--- config.mk ---
export PLATFORM = sky130hd
export DESIGN_NAME = kas_modrow
export DESIGN_NICKNAME = d
export VERILOG_FILES = /design/src/rtl/kas_pkg.sv /design/src/rtl/kas_cell.sv /design/src/rtl/kas_modrow.sv
export SDC_FILE = /design/constraint.sdc
export NUM_CORES = 1
export LEC_CHECK = 0
export ABC_AREA = 1
export BUFFER_PORTS_ARGS = -buffer_cell sky130_fd_sc_hd__buf_4
export CAP_MARGIN = 20
export CORE_ASPECT_RATIO = 2
export CORE_UTILIZATION = 52
export DETAILED_ROUTE_END_ITERATION = 10
export PLACE_DENSITY = 0.89
export SYNTH_ARGS = -nofsm -noshare
export SYNTH_HDL_FRONTEND = slang
export SYNTH_SLANG_ARGS = --single-unit
--- constraint.sdc ---
create_clock -name i_clk -period 8.1 [get_ports i_clk]
set_input_delay 0.405 -clock i_clk [delete_from_list [all_inputs] [get_ports i_clk]]
set_output_delay 0.405 -clock i_clk [all_outputs]
set_load 0.02 [all_outputs]
--- src/rtl/kas_pkg.sv ---
package kas_pkg;

    // keyframe table
    localparam int KEY_DEPTH = 256;
    localparam int KEY_AW    = $clog2(KEY_DEPTH);
    localparam int KEY_W     = 32;

    // first_key + key_count - 1 can reach 765, above 2^9; this width does hold a table index
    localparam int SUM_W     = 9;
    localparam int LAST_W    = (KEY_AW > SUM_W) ? KEY_AW : SUM_W;
    localparam int RED_STEPS = SUM_W;

    localparam int POS_W   = 48;
    localparam int FRAC_W  = 16;
    localparam int FRAME_W = 32;
    localparam int PROD_W  = 40;
    localparam int CFG_W   = 24;

    // remainder row: 16-bit divisor plus one bit for the shifted-in value
    localparam int DIV_W  = 16;
    localparam int REM_W  = DIV_W + 1;
    localparam int STEP_W = $clog2(FRAME_W);

    typedef enum logic [2:0] {
        CMD_TICK  = 3'd0,
        CMD_WRITE = 3'd1,
        CMD_START = 3'd2,
        CMD_STOP  = 3'd3,
        CMD_REW   = 3'd4,
        CMD_SEEK  = 3'd5,
        CMD_PEEK  = 3'd6
    } t_cmd;

    typedef enum logic [1:0] {
        KIND_SET  = 2'd0,
        KIND_DONE = 2'd1,
        KIND_PEEK = 2'd2
    } t_kind;

    typedef enum logic [1:0] {
        CFG_FIRST_KEY = 2'd0,
        CFG_KEY_COUNT = 2'd1,
        CFG_TOTAL     = 2'd2,
        CFG_RATE      = 2'd3
    } t_cfg_idx;

    typedef struct packed {
        logic [2:0]  command;
        logic [15:0] elapsed_ms;
        logic [7:0]  key_index;
        logic [15:0] key_frame;
        logic [15:0] key_material;
        logic [15:0] target_slot;
        logic        loop_enable;
    } t_in_word;

    typedef struct packed {
        logic [1:0]  kind;
        logic [15:0] slot;
        logic [15:0] material;
        logic [7:0]  selected_key;
    } t_out_word;

    // control broadcast to every remainder cell
    typedef struct packed {
        logic clr;
        logic step;
    } t_cell_ctl;

endpackage

--- src/rtl/kas_cell.sv ---
module kas_cell (
    input  logic                i_clk,
    input  kas_pkg::t_cell_ctl  i_ctl,
    input  logic                i_ge,
    input  logic                i_shift,
    input  logic                i_div_bit,
    input  logic                i_borrow,
    output logic                o_bit,
    output logic                o_borrow
);

    logic r_bit;
    logic n_bit;
    logic diff;

    // one bit slice of (shifted remainder - divisor)
    assign diff     = i_shift ^ i_div_bit ^ i_borrow;
    assign o_borrow = (~i_shift & i_div_bit) | (~(i_shift ^ i_div_bit) & i_borrow);

    always_comb begin
        n_bit = r_bit;
        if (i_ctl.clr) begin
            n_bit = 1'b0;
        end else if (i_ctl.step) begin
            n_bit = i_ge ? diff : i_shift;
        end
    end

    always_ff @(posedge i_clk) begin
        r_bit <= n_bit;
    end

    assign o_bit = r_bit;

endmodule

--- src/rtl/kas_modrow.sv ---
module kas_modrow (
    input  logic                        i_clk,
    input  kas_pkg::t_cell_ctl          i_ctl,
    input  logic                        i_bit,
    input  logic [kas_pkg::DIV_W-1:0]   i_div,
    output logic [kas_pkg::DIV_W-1:0]   o_rem
);

    logic [kas_pkg::REM_W-1:0] cell_bit;
    logic [kas_pkg::REM_W-1:0] shift_in;
    logic [kas_pkg::REM_W-1:0] div_x;
    logic [kas_pkg::REM_W:0]   borrow;
    logic                      ge;

    assign div_x     = {1'b0, i_div};
    assign shift_in  = {cell_bit[kas_pkg::REM_W-2:0], i_bit};
    assign borrow[0] = 1'b0;
    // no borrow out of the top cell: shifted remainder >= divisor
    assign ge        = ~borrow[kas_pkg::REM_W];

    for (genvar g = 0; g < kas_pkg::REM_W; g++) begin : g_cell
        kas_cell u_cell (
            .i_clk     (i_clk),
            .i_ctl     (i_ctl),
            .i_ge      (ge),
            .i_shift   (shift_in[g]),
            .i_div_bit (div_x[g]),
            .i_borrow  (borrow[g]),
            .o_bit     (cell_bit[g]),
            .o_borrow  (borrow[g+1])
        );
    end

    assign o_rem = cell_bit[kas_pkg::DIV_W-1:0];

endmodule

* Word-level counts from Yosys, hierarchy flattened
Cells that the tools add are included.
Operators by class: mux-type cells 16, bitwise logic cells 110
Operator list (count):
- $and 1x1->1 | 32
- $not 1->1 | 32
- $xor 1x1->1 | 31
- $mux 1 | 16
- $or 1x1->1 | 15
Word-level totals: word-level logic and storage cells 142, flip-flop bits (word level) 16, output and inout port bits 16

* Logic depth before layout (Yosys ltp)
depth after elaboration 34, depth in mapped cells 27, depth with buffers taken out 26

* Cells and area by module
From an unflattened synthesis, not the netlist that was laid out.
Second synthesis, totals: cell total of the unflattened synthesis 234, area total of the unflattened synthesis 1512.7 µm²
By module, submodules not included:
- kas_cell at g_cell[0].u_cell ... | seq. area each 20.0 µm², area an instance 82.6 µm², instances 12, cells an instance 13
- kas_cell at g_cell[5].u_cell ... | seq. area each 20.0 µm², area an instance 78.8 µm², instances 5, cells an instance 12
- kas_modrow | seq. area each 0.0 µm², area an instance 127.6 µm², instances 1, cells an instance 18

* Worst setup path before layout
Ideal clock, no wire load.
kind input port to flip-flop, from input port i_bit, to register g_cell[12].u_cell.r_bit, setup slack 1322 ps, cell stages on the path 27, arrival 6722 ps, required time 8044 ps, path buffers 1, path through inv_1 -> ha_1 -> inv_1 -> fa_1 -> inv_1 -> fa_1 -> fa_1 -> fa_1 -> fa_1 -> fa_1 -> fa_1 -> fa_1 -> fa_1 -> fa_1 -> fa_1 -> fa_1 -> fa_1 -> fa_1 -> inv_1 -> fa_1 -> inv_1 -> nand2_4 -> buf_6 -> nand2_1 -> nand3_1 -> nand2_1 -> inv_1
On the way: cells in the longest elaborated chain, start to end 34, elaborated cells between the ends (all ways) 35
RTL lines:
- start: declaration | RTL line kas_modrow.sv:4 | input logic i_bit,
- $not 1->1 (*) | RTL line kas_cell.sv:18 | assign o_borrow = (~i_shift & i_div_bit) | (~(i_shift ^ i_div_bit) & i_borrow);
- $and 1x1->1 (*) (2 in a row) | RTL line kas_cell.sv:18
- $or 1x1->1 (*) | RTL line kas_cell.sv:18
- $and 1x1->1 (*) | RTL line kas_cell.sv:18
- $or 1x1->1 (*) | RTL line kas_cell.sv:18
- $and 1x1->1 (*) | RTL line kas_cell.sv:18
- $or 1x1->1 (*) | RTL line kas_cell.sv:18
- $and 1x1->1 (*) | RTL line kas_cell.sv:18
- (+17 left out)
- $and 1x1->1 | RTL line kas_cell.sv:18
- $or 1x1->1 | RTL line kas_cell.sv:18
- $and 1x1->1 | RTL line kas_cell.sv:18
- $or 1x1->1 | RTL line kas_cell.sv:18
- $and 1x1->1 | RTL line kas_cell.sv:18
- $or 1x1->1 | RTL line kas_cell.sv:18
- $and 1x1->1 | RTL line kas_cell.sv:18
- $mux 1 (*) | RTL line kas_cell.sv:25 | n_bit = i_ge ? diff : i_shift;
- end signal: assignment | RTL line kas_cell.sv:30 | r_bit <= n_bit;
- end: declaration | RTL line kas_cell.sv:12 | logic r_bit;
Mark *: on every way between the ends. The rest lies on a longest branch, timed or not. A chain may end at the register's enable or synchronous reset.

* Worst setup path in the final report
from input port i_bit, to register g_cell[15].u_cell.r_bit
On the way: cells in the longest elaborated chain, start to end 34, elaborated cells between the ends (all ways) 35
RTL lines (RTL line):
- $not 1->1 (*) | kas_cell.sv:18
- $and 1x1->1 (*) (2 in a row) | kas_cell.sv:18
- $or 1x1->1 (*) | kas_cell.sv:18
- $and 1x1->1 (*) | kas_cell.sv:18
- $or 1x1->1 (*) | kas_cell.sv:18
- $and 1x1->1 (*) | kas_cell.sv:18
- $or 1x1->1 (*) | kas_cell.sv:18
- $and 1x1->1 (*) | kas_cell.sv:18
- (+17 left out)
- $and 1x1->1 (*) | kas_cell.sv:18
- $or 1x1->1 (*) | kas_cell.sv:18
- $and 1x1->1 (*) | kas_cell.sv:18
- $or 1x1->1 (*) | kas_cell.sv:18
- $and 1x1->1 | kas_cell.sv:18
- $or 1x1->1 | kas_cell.sv:18
- $and 1x1->1 | kas_cell.sv:18
- $mux 1 (*) | kas_cell.sv:25
- end signal: assignment | kas_cell.sv:30
- end: declaration | kas_cell.sv:12
Marks and branches as above.

==> metrics.md <==
| Metric | Value |
|---|---|
| Status | finished, final reports clean |
| Syn nets | 227 |
| Min-Delay Path Class | in -> reg |
| Antenna Diode Count | 0 |
| Normalized max-slew margin | 75.3% |
| Nets | 244 |
| Mapped Cells | 191 |
| Area leader, netlist | dfxtp_1 |
| Post-route cell area | 0.00154 sq mm |
| TritonCTS clock tree | done |
| Number of remaining DRC errors | 0 |
| Clock-pin slew on the worst setup and hold paths | 0.06 ns |
| Port buffer count | 35 |
| M1 WL | 938 um |
| Setup crit start | i_bit |
| Startpoint Class | input port |
| TritonCTS Buffers | 3 |
| Sequential area share after synthesis | 23.3% |
| Setup TNS | 0 ns |
| Initial Util | 54.1% |
| Syn. warnings | 0 |
| Postcts setup bufs | 0 |
| DR top layer | met4 |
| Hold_sp | i_bit |
| Worst-Skew Late Latency | 0.25 ns |
| Largest cells by area after synthesis | dfxtp_1, fa_1, inv_1 |
| Vias in the first global route | 1088 |
| Final Critical Period | 6.98 ns |
| Via count | 1133 |
| IO Count | 36 |
| Lkg Pwr | 0.862 nW |
| Clock Sinks | 16 |
| Area Growth Syn to Fin | 11.9% |
| Reg area | 320 sq um |
| Detailed Place HPWL | 1.95 mm |
| Synth cell count leaders | inv_1, nand2_1, buf_4 |
| Max Clock Skew | 0.00274 ns |
| Main synth FF type | dfxtp_1 |
| Most common cell in the netlist | inv_1 |
| Flops & latches, synth | 16 |
| Flip-flop count of the largest register after layout | 16 |
| Final hold violations | 0 |
| Power Density | 172 mW/mm^2 |
| Initial antenna violation count | 0 |
| Final setup fails | 0 |
| Reg-to-Reg Start | g_cell[0].u_cell.o_bit |
| Synth cell types | 15 |
| Worst hold slack | 0.464 ns |
| Die Wd | 38.3 um |
| Yosys top cell area share | 23.3% |
| Syn Area/Cell | 7.19 sq um |
| Max-slew violations | 0 |
| Max Root-Sink Buffers | 2 |
| Worst setup margin | 1.12 ns |
| Number of flops mapped to enable cells by yosys | 0 |
| Area of the multi-input gates | 681 sq um |
| Ys async rst share | 0% |
| Vias per cell | 4.84 |
| Fraction of layout cells with a size suffix above 1 | 20.4% |
| Initial DRC Count | 44 |
| Wire length of the first global-routing pass | 4.24 mm |
| Hold-fix buffers, CTS | 0 |
| CP required | 8.30 ns |
| Met2 wire length | 1.59 mm |
| Number of detailed-route iterations in the first pass | 4 |
| Number of max-cap violations | 0 |
| Number of fill cells in the layout | 237 |
| Met3 routed WL | 102 um |
| Rows | 26 |
| Worst-margin pin slew | 0.370 ns |
| Max Fclk | 0.143 GHz |
| CP endpoint kind | flip-flop |
| RSZ-0062 raised after global routing | false |
| Area post-placement | 0.00149 sq mm |
| WL final | 2.69 mm |
| Worst slack, placed | 0.848 ns |
| Crit Path Class | in -> reg |
| Largest net degree at the start of global routing | 20 |
| Crit share post-route | 86.2% |
| Peak supply drop | 86.9 uV |
| Synthesized area | 0.00137 sq mm |
| Post_cts resized | 0 |
| # H-tree levels | 1 |
| CP max FO | 16 |
| Core Area | 0.00254 sq mm |
| Routed Antenna Nets | 0 |
| CP arrival | 7.19 ns |
| Clk root buf | clkbuf_8 |
| DR WL/cell | 11.5 um |
| Die Y | 74.7 um |
| Die ar. | 0.00286 sq mm |
| GP Congestion | 0.809 |
| GRT overflow | 0 |
| Tot GR Track Use | 21.0% |
## per-stage QoR
stage	util [%]	std cells	power [mW]
after floorplan	-	191	0.183
after global placement	58.9	231	0.199
after detailed placement	58.9	231	0.203
after CTS	60.5	234	0.265
after global routing	60.5	234	0.285
final	60.5	234	0.264
## worst max-delay path, stage by stage
cell and delay (ns):
buf_4 0.08, inv_1 0.03, ha_1 0.18, inv_1 0.06
fa_1 0.15, inv_1 0.05, fa_1 0.39, fa_1 0.39
fa_1 0.40, fa_1 0.40, fa_1 0.39, fa_1 0.40
fa_1 0.40, fa_1 0.41, fa_1 0.44, fa_1 0.44
fa_1 0.44, fa_1 0.44, fa_1 0.40, inv_1 0.08
fa_1 0.25, inv_1 0.09, nand2_4 0.18, nand2_1 0.09
nand3_1 0.09, nand2_1 0.05, inv_1 0.05
## per-layer routing
layer  vias to the layer above  global-route usage, %
met5                         -                      0
met4                         0                   9.20
met3                         5                   1.77
met2                        34                   41.1
met1                       533                   20.8
li1                        561                      -
## power by group
group | leakage [nW] | internal [mW] | switching [mW] | total (mW)
clock network | 0.0216 | 0.0331 | 0.0285 | 0.0615
logic | 0.708 | 0.0446 | 0.0636 | 0.108
registers | 0.133 | 0.0868 | 0.00715 | 0.0940
total | 0.862 | 0.164 | 0.0992 | 0.264
## kinds of logic after synthesis
kind of cell	Yosys count	share of synthesized area (%)
buffers and inverters	75	27.1
AND/OR/NAND/NOR	70	21.7
adder cells (fa/ha/maj)	16	22.8
flip-flops	16	23.3
AO/OA/AOI/OAI	14	5.11
## cells in the final DEF (no fill, tap or decap)
master,count
nor2_1,4
inv_2,2
a21oi_1,14
nand2_1,48
buf_4,35
nand2_4,1
dfxtp_1,16
fa_1,15
nor2_4,1
ha_1,1
nand3_1,16
clkbuf_8,3
inv_1,50
## cell type report
type                       count  share of cell area (%)
tap                           28                    2.28
clock buffer                   3                    2.69
timing repair buffer          35                    17.1
multi-input combinational    100                    44.3
inverter                      52                    12.7
sequential                    16                    20.9
## worst paths after layout
check / end / slack, ns / cells after the start
max reg2reg: g_cell[15].u_cell.o_bit / 1.19 / 23
min: g_cell[0].u_cell.o_bit / 0.46 / 5
max: g_cell[15].u_cell.o_bit / 1.12 / 27
min reg2reg: g_cell[2].u_cell.o_bit / 0.57 / 4
No activity file was read; power rests on OpenSTA's default activity.
